<file path="config.mk">
export PLATFORM = sky130hd
export DESIGN_NAME = r2fft_ctrl
export DESIGN_NICKNAME = d
export VERILOG_FILES = /design/src/design/r2fft_pkg.sv /design/src/design/r2fft_ctrl.sv
export SDC_FILE = /design/constraint.sdc
export NUM_CORES = 1
export LEC_CHECK = 0
export ABC_AREA = 1
export BUFFER_PORTS_ARGS = -buffer_cell sky130_fd_sc_hd__buf_4
export CAP_MARGIN = 20
export CORE_MARGIN = 2
export CORE_UTILIZATION = 60
export DETAILED_ROUTE_END_ITERATION = 12
export GPL_TIMING_DRIVEN = 0
export PLACE_DENSITY_LB_ADDON = 0.05
export SLEW_MARGIN = 20
export SYNTH_ARGS = -nofsm -noshare
export SYNTH_HDL_FRONTEND = slang
export SYNTH_SLANG_ARGS = --single-unit
</file>
<file path="constraint.sdc">
create_clock -name clk_i -period 3.9 [get_ports clk_i]
set_clock_uncertainty 0.15 [all_clocks]
set_input_delay 0.585 -clock clk_i [delete_from_list [all_inputs] [get_ports clk_i]]
set_output_delay 0.585 -clock clk_i [all_outputs]
set_load 0.01 [all_outputs]
</file>
<file path="src/design/r2fft_pkg.sv">
// Shared types, constants and elaboration-time helpers for the radix-2 FFT engine.
// Holds the payload structs, the controller-to-datapath command struct and the
// twiddle table generator. No dependencies.
package r2fft_pkg;

  typedef struct packed {
    logic               kind;
    logic signed [15:0] sample_real;
    logic signed [15:0] sample_imag;
  } fft_in_t;

  typedef struct packed {
    logic signed [31:0] bin_real;
    logic signed [31:0] bin_imag;
    logic               last_bin;
  } fft_out_t;

  typedef struct packed {
    logic rd_en;
    logic tw_en;
    logic cap_a;
    logic mul_en;
    logic cplx_en;
    logic bfy_en;
    logic we;
    logic wsel_load;
    logic wsel_b;
    logic inverse;
  } dp_cmd_t;

  localparam logic KIND_LOAD  = 1'b0;
  localparam logic KIND_FETCH = 1'b1;

  localparam logic CFG_INVERSE = 1'b0;
  localparam logic CFG_LOG2    = 1'b1;

  localparam longint unsigned PI_Q30  = 64'd3373259426;
  localparam longint unsigned ONE_Q30 = 64'd1 << 30;

  localparam longint unsigned TS_DIV [6] = '{6, 20, 42, 72, 110, 156};
  localparam longint unsigned TC_DIV [6] = '{2, 12, 30, 56, 90, 132};

  function automatic logic signed [31:0] sat32(input logic signed [63:0] v);
    logic signed [31:0] r;
    if (v > 64'sd2147483647) r = 32'sh7fffffff;
    else if (v < -64'sd2147483648) r = 32'sh80000000;
    else r = v[31:0];
    return r;
  endfunction

  // Rounds a Q30 value half away from zero to tb bits and clamps symmetrically.
  function automatic longint quant(input longint v, input int tb);
    longint          lim;
    longint unsigned mag;
    longint          t;
    lim = (longint'(1) <<< (tb - 1)) - 1;
    mag = longint'(v < 0 ? -v : v);
    t   = longint'((mag + (64'd1 << (30 - tb))) >> (31 - tb));
    if (t > lim) t = lim;
    return (v < 0) ? -t : t;
  endfunction

  // Entry k of the half-circle table: {cos, sin}, each sign-extended to 32 bits.
  function automatic logic [63:0] twiddle(input int k, input int lmax, input int tb);
    longint unsigned maxn, quarter, q, r, rr, ang, x2, ts, tc;
    longint          ss, cs, c, s, cc, sn, tmp;
    bit              swap;
    logic [31:0]     qc, qs;
    maxn    = 64'd1 << lmax;
    quarter = maxn >> 2;
    q       = longint'(k) >> (lmax - 2);
    r       = longint'(k) & (quarter - 1);
    swap    = (2 * r > quarter);
    rr      = swap ? quarter - r : r;
    ang     = (2 * PI_Q30 * rr + (maxn >> 1)) >> lmax;
    x2      = (ang * ang + (64'd1 << 29)) >> 30;
    ts = ang;
    tc = ONE_Q30;
    ss = longint'(ang);
    cs = longint'(ONE_Q30);
    for (int n = 1; n <= 6; n++) begin
      ts = ((ts * x2) >> 30) / TS_DIV[n-1];
      tc = ((tc * x2) >> 30) / TC_DIV[n-1];
      if (n % 2 == 1) begin
        ss = ss - longint'(ts);
        cs = cs - longint'(tc);
      end else begin
        ss = ss + longint'(ts);
        cs = cs + longint'(tc);
      end
    end
    c = cs;
    s = ss;
    if (swap) begin
      tmp = c;
      c   = s;
      s   = tmp;
    end
    case (q & 3)
      0:       begin cc = c;  sn = s;  end
      1:       begin cc = -s; sn = c;  end
      2:       begin cc = -c; sn = -s; end
      default: begin cc = s;  sn = -c; end
    endcase
    qc = 32'(quant(cc, tb));
    qs = 32'(quant(sn, tb));
    return {qc, qs};
  endfunction

endpackage

</file>
<file path="src/design/r2fft_ctrl.sv">
// Controller of the FFT engine: configuration registers, frame counters and the
// butterfly sequencer. Depends on r2fft_pkg; drives r2fft_dp by command signals.
module r2fft_ctrl import r2fft_pkg::*; #(
  parameter int LMAX = 10
) (
  input  logic            clk_i,
  input  logic            rst_ni,
  input  logic            cfg_we_i,
  input  logic            cfg_idx_i,
  input  logic [3:0]      cfg_data_i,
  input  logic            start,
  input  logic            kind_i,
  output logic            busy,
  output dp_cmd_t         cmd_o,
  output logic [LMAX-1:0] raddr_o,
  output logic [LMAX-1:0] waddr_o,
  output logic [LMAX-2:0] tw_addr_o,
  output logic            out_valid_o,
  output logic            out_last_o
);

  localparam int AW = LMAX;
  localparam int CW = LMAX + 1;
  localparam int SW = $clog2(LMAX);

  localparam logic [2:0] S_IDLE = 3'd0;
  localparam logic [2:0] S_RA   = 3'd1;
  localparam logic [2:0] S_RB   = 3'd2;
  localparam logic [2:0] S_MUL  = 3'd3;
  localparam logic [2:0] S_CPLX = 3'd4;
  localparam logic [2:0] S_BFY  = 3'd5;
  localparam logic [2:0] S_WA   = 3'd6;
  localparam logic [2:0] S_WB   = 3'd7;

  logic [2:0]    state_q, state_d;
  logic          inv_q, inv_d;
  logic [3:0]    lg_q, lg_d;
  logic [CW-1:0] load_cnt_q, load_cnt_d;
  logic [CW-1:0] read_cnt_q, read_cnt_d;
  logic          rdy_q, rdy_d;
  logic [SW-1:0] stage_q, stage_d;
  logic [AW-2:0] bfly_q, bfly_d;
  logic          vld_q, vld_d;
  logic          last_q, last_d;

  logic [3:0]    lg_eff;
  logic [CW-1:0] n_pts;
  logic [CW-1:0] base_cnt;
  logic [CW-1:0] next_cnt;
  logic [AW-1:0] rev_idx;
  logic [AW-1:0] mask;
  logic [AW-1:0] k_ext;
  logic [AW-1:0] ia, ib;
  logic [AW-1:0] tw_full;
  logic          accept;

  always_comb begin
    if (lg_q == 4'd0) lg_eff = 4'd1;
    else if (int'(lg_q) > LMAX) lg_eff = 4'(LMAX);
    else lg_eff = lg_q;
  end

  assign n_pts    = CW'(1) << lg_eff;
  assign busy     = (state_q != S_IDLE);
  assign accept   = start && !busy;
  assign base_cnt = rdy_q ? '0 : load_cnt_q;
  assign next_cnt = base_cnt + CW'(1);

  always_comb begin
    rev_idx = '0;
    for (int b = 0; b < AW; b++) begin
      if (b < int'(lg_eff)) rev_idx[b] = base_cnt[int'(lg_eff) - 1 - b];
    end
  end

  // Butterfly k of a stage pairs the entries that differ only in bit 'stage'.
  assign mask    = (AW'(1) << stage_q) - AW'(1);
  assign k_ext   = {1'b0, bfly_q};
  assign ia      = ((k_ext & ~mask) << 1) | (k_ext & mask);
  assign ib      = ia | (AW'(1) << stage_q);
  assign tw_full = (k_ext & mask) << (AW - 1 - int'(stage_q));

  always_comb begin
    state_d    = state_q;
    inv_d      = inv_q;
    lg_d       = lg_q;
    load_cnt_d = load_cnt_q;
    read_cnt_d = read_cnt_q;
    rdy_d      = rdy_q;
    stage_d    = stage_q;
    bfly_d     = bfly_q;
    vld_d      = 1'b0;
    last_d     = 1'b0;
    cmd_o      = '0;
    cmd_o.inverse = inv_q;
    raddr_o    = ia;
    waddr_o    = ia;
    tw_addr_o  = tw_full[AW-2:0];

    case (state_q)
      S_IDLE: begin
        if (accept && kind_i == KIND_LOAD) begin
          cmd_o.we        = 1'b1;
          cmd_o.wsel_load = 1'b1;
          waddr_o         = rev_idx;
          if (next_cnt >= n_pts) begin
            load_cnt_d = '0;
            read_cnt_d = '0;
            rdy_d      = 1'b0;
            stage_d    = '0;
            bfly_d     = '0;
            state_d    = S_RA;
          end else begin
            load_cnt_d = next_cnt;
            if (rdy_q) begin
              rdy_d      = 1'b0;
              read_cnt_d = '0;
            end
          end
        end else if (accept && kind_i == KIND_FETCH && rdy_q) begin
          cmd_o.rd_en = 1'b1;
          raddr_o     = read_cnt_q[AW-1:0];
          vld_d       = 1'b1;
          last_d      = (read_cnt_q == n_pts - CW'(1));
          if (read_cnt_q + CW'(1) >= n_pts) begin
            read_cnt_d = '0;
            rdy_d      = 1'b0;
          end else begin
            read_cnt_d = read_cnt_q + CW'(1);
          end
        end
      end
      S_RA: begin
        cmd_o.rd_en = 1'b1;
        cmd_o.tw_en = 1'b1;
        state_d     = S_RB;
      end
      S_RB: begin
        cmd_o.rd_en = 1'b1;
        cmd_o.cap_a = 1'b1;
        raddr_o     = ib;
        state_d     = S_MUL;
      end
      S_MUL: begin
        cmd_o.mul_en = 1'b1;
        state_d      = S_CPLX;
      end
      S_CPLX: begin
        cmd_o.cplx_en = 1'b1;
        state_d       = S_BFY;
      end
      S_BFY: begin
        cmd_o.bfy_en = 1'b1;
        state_d      = S_WA;
      end
      S_WA: begin
        cmd_o.we = 1'b1;
        state_d  = S_WB;
      end
      S_WB: begin
        cmd_o.we     = 1'b1;
        cmd_o.wsel_b = 1'b1;
        waddr_o      = ib;
        state_d      = S_RA;
        if (k_ext == (n_pts[AW:1] - AW'(1))) begin
          bfly_d = '0;
          if (stage_q == SW'(lg_eff - 4'd1)) begin
            state_d = S_IDLE;
            rdy_d   = 1'b1;
          end else begin
            stage_d = stage_q + SW'(1);
          end
        end else begin
          bfly_d = bfly_q + (AW-1)'(1);
        end
      end
      default: state_d = S_IDLE;
    endcase

    if (cfg_we_i) begin
      case (cfg_idx_i)
        CFG_INVERSE: inv_d = cfg_data_i[0];
        CFG_LOG2: begin
          lg_d       = cfg_data_i;
          load_cnt_d = '0;
          read_cnt_d = '0;
          rdy_d      = 1'b0;
        end
        default: ;
      endcase
    end
  end

  always_ff @(posedge clk_i or negedge rst_ni) begin
    if (!rst_ni) begin
      state_q    <= S_IDLE;
      inv_q      <= 1'b0;
      lg_q       <= 4'd10;
      load_cnt_q <= '0;
      read_cnt_q <= '0;
      rdy_q      <= 1'b0;
      stage_q    <= '0;
      bfly_q     <= '0;
      vld_q      <= 1'b0;
      last_q     <= 1'b0;
    end else begin
      state_q    <= state_d;
      inv_q      <= inv_d;
      lg_q       <= lg_d;
      load_cnt_q <= load_cnt_d;
      read_cnt_q <= read_cnt_d;
      rdy_q      <= rdy_d;
      stage_q    <= stage_d;
      bfly_q     <= bfly_d;
      vld_q      <= vld_d;
      last_q     <= last_d;
    end
  end

  assign out_valid_o = vld_q;
  assign out_last_o  = last_q;

endmodule

</file>
==> key figures, run 1 <==
Drt
  • Final wirelength: 21.3 mm
  • 1st-pass router iterations: 6
  • Post-route ant nets: 0
  • Via count: 7281
  • DR WL/cell: 17.3 um
  • Vias per cell: 5.91
  • Drc violations: 0
  • DR iter-0 viols: 768

Synth
  • Cell area after synthesis: 6040 sq um
  • Post-Synth Simple-Gate Area: 39.7%
  • Synth Register Bits: 46
  • Syn avg cell area: 5.97 sq um
  • Netlist cell types: 46
  • Synth Instances: 1013
  • Largest family of logic cells by synthesized area: simple AND/OR/NAND/NOR gates
  • Register area share after synthesis: 19.1%
  • Post-Synth Adder-Cell Area: 9.31%
  • Syn. warnings: 0
  • Async SR Flop Fraction: 100%
  • XOR/XNOR Fraction of Synth Area: 5.65%
  • Net count after synthesis: 1068
  • Main synth FF type: dfrtp_1
  • Post-synth EDFFs: 0
  • Compound-Gate Fraction of Synth Area: 15.5%
  • Post-synthesis mux area share: 0%

Clocking
  • Clock tree sinks: 46
  • CTS Buf Count: 5
  • Hold_buf cts: 0
  • Worst skew pair latency: 330 ps
  • H-tree depth: 2
  • Root Driver: clkbuf_8
  • TritonCTS clock tree: yes
  • Clock-pin slew on the worst setup and hold paths: 100 ps
  • CTS Buffer Depth: 2

STA
  • Part of the cycle the worst path needs: 99.5%
  • Slew @ Worst Pin: 821 ps
  • Setup-failing EPs final: 0
  • Setup ws final: 21.4 ps
  • Final hold violation count: 0
  • Setup TNS: 0 ps
  • Final min period: 3880 ps
  • Max_slew headroom: 45.1%
  • Max Slew Vio Count: 0
  • Max frequency: 258 MHz

Global route
  • Initial antenna violation count: 0
  • Total GRT Usage: 38.1%
  • Number of global-route vias before repair: 6388
  • First-pass GRT wire length: 32.9 mm
  • Pin count of the biggest net entering global routing: 47
  • Overflow after GRT: 0

Run
  • Max Cap Viol: 0

Floorplan
  • Die Wd: 104 um
  • Initial Utilization: 61.8%
  • I/O pin count: 52
  • Die Span Y: 104 um
  • Die footprint: 10900 sq um
  • Placeable Area: 9770 sq um
  • Row cnt: 36

Cells and area
  • Antenna diodes: 0
  • Area added between synthesis and finish: 19.7%
  • Most common cell after layout, fill and taps aside: nand2_1
  • Commonest non-fill, non-tap cells in the layout: nand2_1, inv_1, buf_4, nor2_1, nand3_1
  • Total area of sequential cells: 1160 sq um
  • Nets@finish: 1153
  • Fillers: 844
  • Area occupied by multi-input gates: 4490 sq um
  • Ratio of cells with drive above 1 in the final layout: 17.2%

Place
  • Worst slack, placed: -335 ps
  • Post-DP HPWL: 16.0 mm
  • GPL Wtd Cong: 0.999
  • # port buffers: 51

Critical path
  • Critical Path RT: 3160 ps
  • Reg-to-reg setup timing slack: 250 ps
  • Worst R2R Start: rdy_q
  • CP endpoint kind: primary output
  • Crit-path max FO: 7
  • Reg-to-Reg End: read_cnt_q[5]
  • Startpoint Class: flip-flop
  • Arr. time, crit path: 3140 ps
  • Crit Path Class: flip-flop to primary output
  • Worst Reg-to-Reg Cells: 22

Power and ir drop
  • Final Total Pwr: 0.00498 W
  • Maximum VDD drop: 0.867 mV
  • Static leakage: 3.74 nW
  • P per Cell Area: 688 nW/um^2

Outcome
  • Status: finished clean

Worst hold path
  • Worst Hold Class: input pin to async pin
## area by class of cell
| cell class | instances | area share [%] |
|---|---|---|
| multi-input cells | 803 | 62.0 |
| flip-flops and latches | 46 | 16.0 |
| repair buffers | 81 | 8.64 |
| inverters | 130 | 7.11 |
| plain buffers | 31 | 2.46 |
| well taps | 133 | 2.30 |
| clock buffers | 6 | 1.00 |
| clock inverters | 2 | 0.519 |
## through the flow
| stage | cells | hold slack [ps] | utilization (%) | area [sq um] |
|---|---|---|---|---|
| floorplan | 1013 | 139 | - | 6040 |
| global placement | 1197 | 352 | 67.5 | 6590 |
| CTS | 1207 | 135 | 69.7 | 6810 |
| finish | 1232 | 113 | 74.0 | 7240 |
| global route | 1232 | 167 | 74.0 | 7240 |
| detailed placement | 1197 | 345 | 67.5 | 6590 |
## kinds of logic after synthesis
family	Yosys count
simple gates	556
fa+ha+maj	45
xor+xnor	39
compound gates	163
buf+inv	164
flops	46
## worst max-delay path, stage by stage (launching register included)
cell        delay, ps
dfrtp_2           500
clkinvlp_4        190
ha_1              250
inv_1             110
nor3_4             70
inv_2             100
ha_4              140
nand2_1            90
nor2_4            210
nand3_1            90
nand2_1            90
nand2_2           100
nand2_1            70
o21ai_0           100
inv_1             170
nand2_2           100
nand2_1            70
o221ai_1          160
buf_4             190
## flip-flops by register name, summed over array words and instances (netlist names), 3 cells and up
signal / cells
read_cnt_q: 11
bfly_q: 9
load_cnt_q: 11
stage_q: 4
lg_q: 4
state_q: 3
## synthesized netlist by cell type (all sizes together), types with 4 or more instances
| cell | number | share of area (%) |
|---|---|---|
| a21oi | 44 | 4.0 |
| buf | 17 | 1.6 |
| clkbuf | 17 | 1.1 |
| dfrtp | 44 | 18 |
| ha | 45 | 9.3 |
| inv | 128 | 7.9 |
| nand2 | 327 | 20 |
| nand3 | 77 | 7.1 |
| nand4 | 41 | 4.2 |
| nor2 | 94 | 6.3 |
| nor3 | 10 | 0.91 |
| o211ai | 10 | 1.2 |
| o21ai | 83 | 6.9 |
| o221ai | 4 | 0.58 |
| xnor2 | 7 | 1.0 |
| xor2 | 32 | 4.6 |
## where the power goes
part           leakage, nW  internal (W)  switching, W
logic                 3.09       0.00144       0.00240
registers            0.595      0.000588      0.000171
clock network       0.0514      0.000192      0.000193
## per-layer routing
metal / GRT usage [%] / vias up / routed length (um)
li1: - / 3494 / -
met1: 52.6 / 3240 / 8620
met2: 57.4 / 477 / 9160
met3: 9.15 / 70 / 2790
met4: 14.2 / 0 / 730
met5: 0 / - / 0
## timing repair
action	CTS	global route
setup buffers	4	25
setup endpoints to repair	55	59
gates resized for setup	23	66
pin swaps	0	14
gates cloned	0	1
## how the worst max path moves through the flow
| stage | slack (ps) | to | from | cells past startpoint |
|---|---|---|---|---|
| 3_5_place_dp | -330 | waddr_o[5] | stage_q[1] | 16 |
| 6_report | 20 | raddr_o[6] | stage_q[0] | 18 |
| 5_1_grt | -40 | read_cnt_q[5] | rdy_q | 24 |
| 4_1_cts | -30 | waddr_o[5] | lg_q[3] | 18 |
| 3_3_place_gp | -400 | waddr_o[5] | stage_q[1] | 16 |
| 2_1_floorplan | 330 | waddr_o[5] | lg_q[3] | 17 |
Note: power is estimated with default switching activity, not from simulation.
==> run 2, diff against run 1 <==
--- a/config.mk
+++ b/config.mk
@@ -9,7 +9,7 @@
 export BUFFER_PORTS_ARGS = -buffer_cell sky130_fd_sc_hd__buf_4
 export CAP_MARGIN = 20
 export CORE_MARGIN = 2
-export CORE_UTILIZATION = 60
+export CORE_UTILIZATION = 35
 export DETAILED_ROUTE_END_ITERATION = 12
 export GPL_TIMING_DRIVEN = 0
 export PLACE_DENSITY_LB_ADDON = 0.05
==> run 2 against run 1 <==
Flip-flop and latch count stayed put. Final area rose by 2.5%. Sequential share of layout area down 0.38 points. Worst setup slack improved by 84 ps. Wire length is 8.7% higher. First-iteration DRC count fell by 43%. Sequential power rose by 1%. Critical path type unchanged.
==> key figures, run 2 (synthesis gave the netlist of run 1 again) <==
Outcome
  • Status: finished clean

Drt
  • Vias per cell: 5.22
  • Post-route ant nets: 0
  • Final wirelength: 23.1 mm
  • DR iter-0 viols: 439
  • DR WL/cell: 17.4 um
  • Via count: 6927
  • 1st-pass router iterations: 5
  • Drc violations: 0

STA
  • Worst hold margin: 157 ps
  • Max Slew Vio Count: 0
  • Slew @ Worst Pin: 751 ps
  • Max frequency: 264 MHz
  • Part of the cycle the worst path needs: 97.3%
  • Final hold violation count: 0
  • Setup TNS: 0 ps
  • Final min period: 3790 ps
  • Setup-failing EPs final: 0
  • Max_slew headroom: 49.7%

Critical path
  • Critical path startpoint: lg_q[3]
  • Critical Path RT: 3160 ps
  • Startpoint Class: flip-flop
  • Arr. time, crit path: 3060 ps
  • Crit-path max FO: 10
  • Crit Path Class: flip-flop to primary output
  • CP endpoint kind: primary output
  • Worst R2R Start: lg_q[3]

Clocking
  • Hold_buf cts: 0
  • CTS Buffer Depth: 2
  • Clock tree sinks: 46
  • TritonCTS clock tree: yes
  • Worst skew pair latency: 310 ps
  • Root Driver: clkbuf_16
  • H-tree depth: 2
  • Clock-pin slew on the worst setup and hold paths: 70 ps
  • CTS Buf Count: 5

Cells and area
  • Most common cell after layout, fill and taps aside: nand2_1
  • Final non-filler cell total: 1327
  • Ratio of cells with drive above 1 in the final layout: 17.8%
  • Top Registers: load_cnt_q (11), read_cnt_q (11), bfly_q (9)
  • Core Util, Final: 43.3%
  • Nets@finish: 1156
  • Area occupied by multi-input gates: 4480 sq um
  • Commonest non-fill, non-tap cells in the layout: nand2_1, inv_1, buf_4, nor2_1, nand3_1
  • Total area of sequential cells: 1160 sq um
  • Fillers: 1886
  • Area added between synthesis and finish: 22.7%
  • Antenna diodes: 0

Worst hold path
  • Worst Hold Class: input pin to async pin

Floorplan
  • Placeable Area: 17100 sq um
  • Row cnt: 48
  • I/O pin count: 52
  • Die Span Y: 135 um
  • Initial Utilization: 35.3%
  • Die footprint: 18300 sq um
  • Die Wd: 135 um

Power and ir drop
  • Final Total Pwr: 0.00508 W
  • Register share of total power: 15.1%
  • Static leakage: 3.77 nW
  • P per Cell Area: 685 nW/um^2
  • Clock power frac: 10.3%
  • Maximum VDD drop: 0.661 mV
  • Net Sw Power: 0.00278 W
  • Switching share of power: 54.6%
  • Cell internal pwr: 0.00231 W
  • Logic pwr share: 74.6%

Global route
  • Number of global-route vias before repair: 6359
  • Initial antenna violation count: 0
  • Total GRT Usage: 25.4%
  • First-pass GRT wire length: 35.7 mm
  • Overflow after GRT: 0
  • Pin count of the biggest net entering global routing: 47

Place
  • Post-DP HPWL: 18.0 mm
  • GPL Wtd Cong: 0.958
  • Placed cells: 1289
  • # port buffers: 51

Run
  • Max Cap Viol: 0
## run 2: routing by layer
metal  wire length, um  vias to the layer above  track usage [%]
met5                 0                        -                0
met4               431                        0             5.50
met3              1250                       31             3.22
met2             10200                      198             39.8
met1             11300                     3217             37.2
li1                  -                     3481                -
## run 2: metrics by stage
step	setup slack, ps	cell area, sq um
2_1_floorplan	330	6040
3_3_place_gp	-328	6710
3_5_place_dp	-323	6710
4_1_cts	8.03	7060
5_1_grt	-9.18	7420
6_report	105	7420
## run 2: repair_timing
item,4_1_cts,5_1_grt
setup buffers,8,24
resized for setup,34,54
cloned,0,0
pin swaps,2,16
setup endpoints to repair,65,55
## run 2: worst paths after layout
| kind | endpoint | slack, ps | cells after the start |
|---|---|---|---|
| hold / removal | load_cnt_q[6] | 160 | 1 |
| hold reg to reg | lg_q[1] | 360 | 2 |
| setup / recovery | waddr_o[1] | 110 | 17 |
| setup reg to reg | stage_q[0] | 270 | 22 |
| max in group asynchronous | read_cnt_q[0] | 2950 | 1 |
| min in group clk_i | lg_q[1] | 320 | 3 |
## run 2: critical path: stages (launching register included)
cell and delay [ps]:
dfstp_2 560, inv_2 60, buf_12 130, nand2_1 50, o21ai_1 70, nand2_2 130
clkinv_4 110, ha_4 320, inv_4 50, buf_8 130, ha_1 220, nand2_2 100
xor2_2 180, inv_1 80, nand3_2 80, nand3_2 120, a21oi_2 200, buf_4 150
## run 2: cell type report
type | count | area share, %
clock inverters | 2 | 0.506
clock buffers | 6 | 1.74
flip-flops and latches | 46 | 15.6
well taps | 225 | 3.79
plain buffers | 32 | 2.61
multi-input cells | 803 | 60.4
repair buffers | 83 | 8.40
inverters | 130 | 6.91
## run 2: power groups by stage
stage          clock [W]  sequential, W  combinational (W)
2_1_floorplan          0       0.000699            0.00223
3_3_place_gp           0       0.000771            0.00340
3_5_place_dp           0       0.000766            0.00340
4_1_cts         0.000540       0.000761            0.00354
5_1_grt         0.000563       0.000779            0.00419
6_report        0.000526       0.000767            0.00379
==> run 3, diff against run 2 <==
--- a/config.mk
+++ b/config.mk
@@ -6,7 +6,7 @@
 export NUM_CORES = 1
 export LEC_CHECK = 0
 export ABC_AREA = 1
-export BUFFER_PORTS_ARGS = -buffer_cell sky130_fd_sc_hd__buf_4
+export BUFFER_PORTS_ARGS = -buffer_cell sky130_fd_sc_hd__buf_2
 export CAP_MARGIN = 20
 export CORE_MARGIN = 2
 export CORE_UTILIZATION = 35
==> run 3 against run 2 <==
Cell count rose by 0.30%. Total power fell by 3.6%. Clock-buffer cell count did not move. Sequential power barely moved. Wire length fell by 0.52%. Critical endpoint is now raddr_o[8]. Largest cell class unchanged. Largest power group unchanged.
==> key figures, run 3 (synthesis gave the netlist of run 1 again) <==
Clocking
  • Worst skew pair latency: 310 ps
  • CTS Buffer Depth: 2
  • Hold_buf cts: 0
  • TritonCTS clock tree: yes
  • Root Driver: clkbuf_16
  • Clock tree sinks: 46
  • H-tree depth: 2
  • CTS Buf Count: 5
  • Clock-pin slew on the worst setup and hold paths: 70 ps

Floorplan
  • Die Wd: 135 um
  • Row cnt: 48
  • Placeable Area: 17100 sq um
  • Die footprint: 18300 sq um
  • Initial Utilization: 35.3%
  • Die Span Y: 135 um
  • I/O pin count: 52

Worst hold path
  • Worst Hold Class: input pin to async pin

Critical path
  • Slowest-stage cell, CP: dfrtp_1
  • Delay-heaviest family, CP: buffers and inverters
  • Arr. time, crit path: 3050 ps
  • CP most frequent cell: nand2_1
  • CP endpoint kind: primary output
  • Crit-path max FO: 4
  • Startpoint Class: flip-flop
  • Crit Path Class: flip-flop to primary output
  • CP cell instances: buf_6 -> clkinvlp_4 -> ha_1 -> inv_1 -> nor3_4 -> inv_1 -> ha_2 -> nand2_1 -> nor2_4 -> nand2_1 -> xor2_2 -> nand2_1 -> o21ai_0 -> inv_1 -> nand2_1 -> nand2_1 -> o221ai_2 -> buf_2
  • Critical Path RT: 3160 ps
  • Reg-to-reg setup timing slack: 310 ps
  • CP max stage delay: 410 ps
  • CP bufs+invs: 6

Cells and area
  • Area added between synthesis and finish: 21.2%
  • Top Registers: load_cnt_q (11), read_cnt_q (11), bfly_q (9)
  • Nets@finish: 1160
  • Antenna diodes: 0
  • Most common cell after layout, fill and taps aside: nand2_1
  • Commonest non-fill, non-tap cells in the layout: nand2_1, inv_1, nor2_1, nand3_1, o21ai_0
  • Fillers: 1908
  • Final non-filler cell total: 1331
  • Core Util, Final: 42.8%
  • Finished Cell Area: 7330 sq um
  • Ratio of cells with drive above 1 in the final layout: 17.7%

Outcome
  • Status: finished clean

Power and ir drop
  • Static leakage: 3.77 nW
  • Maximum VDD drop: 0.570 mV
  • P per Cell Area: 669 nW/um^2

STA
  • Max_slew headroom: 46.6%
  • Max Slew Vio Count: 0
  • Setup TNS: 0 ps
  • Slew @ Worst Pin: 798 ps
  • Final min period: 3780 ps
  • Worst hold margin: 167 ps
  • Final hold violation count: 0
  • Setup-failing EPs final: 0
  • Part of the cycle the worst path needs: 97.0%
  • Max frequency: 264 MHz

Place
  • Placed cells: 1289
  • Post-DP HPWL: 17.8 mm
  • # port buffers: 51
  • GPL Wtd Cong: 0.922
  • Placed cell areas: 6580 sq um

Run
  • Max Cap Viol: 0

Drt
  • DR iter-0 viols: 503
  • 1st-pass router iterations: 6
  • Vias per cell: 5.21
  • DR WL/cell: 17.3 um
  • Final wirelength: 23.0 mm
  • Via count: 6932
  • Drc violations: 0
  • Post-route ant nets: 0

Global route
  • Total GRT Usage: 24.9%
  • Pin count of the biggest net entering global routing: 47
  • First-pass GRT wire length: 35.0 mm
  • Number of global-route vias before repair: 6226
  • Overflow after GRT: 0
  • Initial antenna violation count: 0
## run 3: cell count changes in the layout (fill, tap and decap cells not counted), moves of 2 or more
cell	change
nand3_1	+2
nor2_4	+2
nand3_2	-2
buf_2	+50
buf_6	-2
buf_8	+2
nor2_2	-3
buf_4	-47
## run 3: timing repair
action / in CTS / in global routing
gates resized for setup: 29 / 59
endpoints found under the setup margin: 64 / 55
hold endpoints to repair: 0 / 0
buffers inserted: 9 / 26
cloned: 0 / 1
pin swaps: 4 / 17
## run 3: report_power, final
group          leakage (nW)  switching, W  internal, W
sequential            0.595      0.000181     0.000588
clock                0.0631      0.000223     0.000239
combinational          3.11       0.00237      0.00130
total                  3.77       0.00277      0.00212
## run 3: area by class of cell
type | instances | area, sq um | share of cell area, %
Buffer | 32 | 201 | 2.75
Clock buffer | 6 | 129 | 1.76
Clock inverter | 2 | 15.0 | 0.205
Inverter | 130 | 508 | 6.93
Multi-Input combinational cell | 803 | 4490 | 61.3
Sequential cell | 46 | 1160 | 15.8
Tap cell | 225 | 282 | 3.84
Timing Repair Buffer | 87 | 546 | 7.45
## run 3: final timing paths
kind | start | endpoint | cells past startpoint
worst max-delay path | stage_q[1] | raddr_o[8] | 18
worst min-delay path | rst_ni | load_cnt_q[6] | 1
worst max register to register | rdy_q | read_cnt_q[1] | 22
worst min register to register | lg_q[1] | lg_q[1] | 2
max in group asynchronous | rst_ni | stage_q[0] | 1
min in group clk_i | cfg_data_i[1] | lg_q[1] | 3
## run 3: routing by layer
metal  share of wire (%)  GRT usage (%)  vias up
met3                 4.6           2.47       33
met5                   0              0        -
met1                  49           37.0     3207
met2                  44           38.7      193
met4                 1.7           6.19        0
li1                    -              -     3499
## run 3: through the flow
step	setup slack [ps]	total power (W)
finish	117	0.00490
global route	-33.3	0.00532
CTS	1.31	0.00458
detailed placement	-350	0.00399
global placement	-357	0.00401
floorplan	330	0.00293
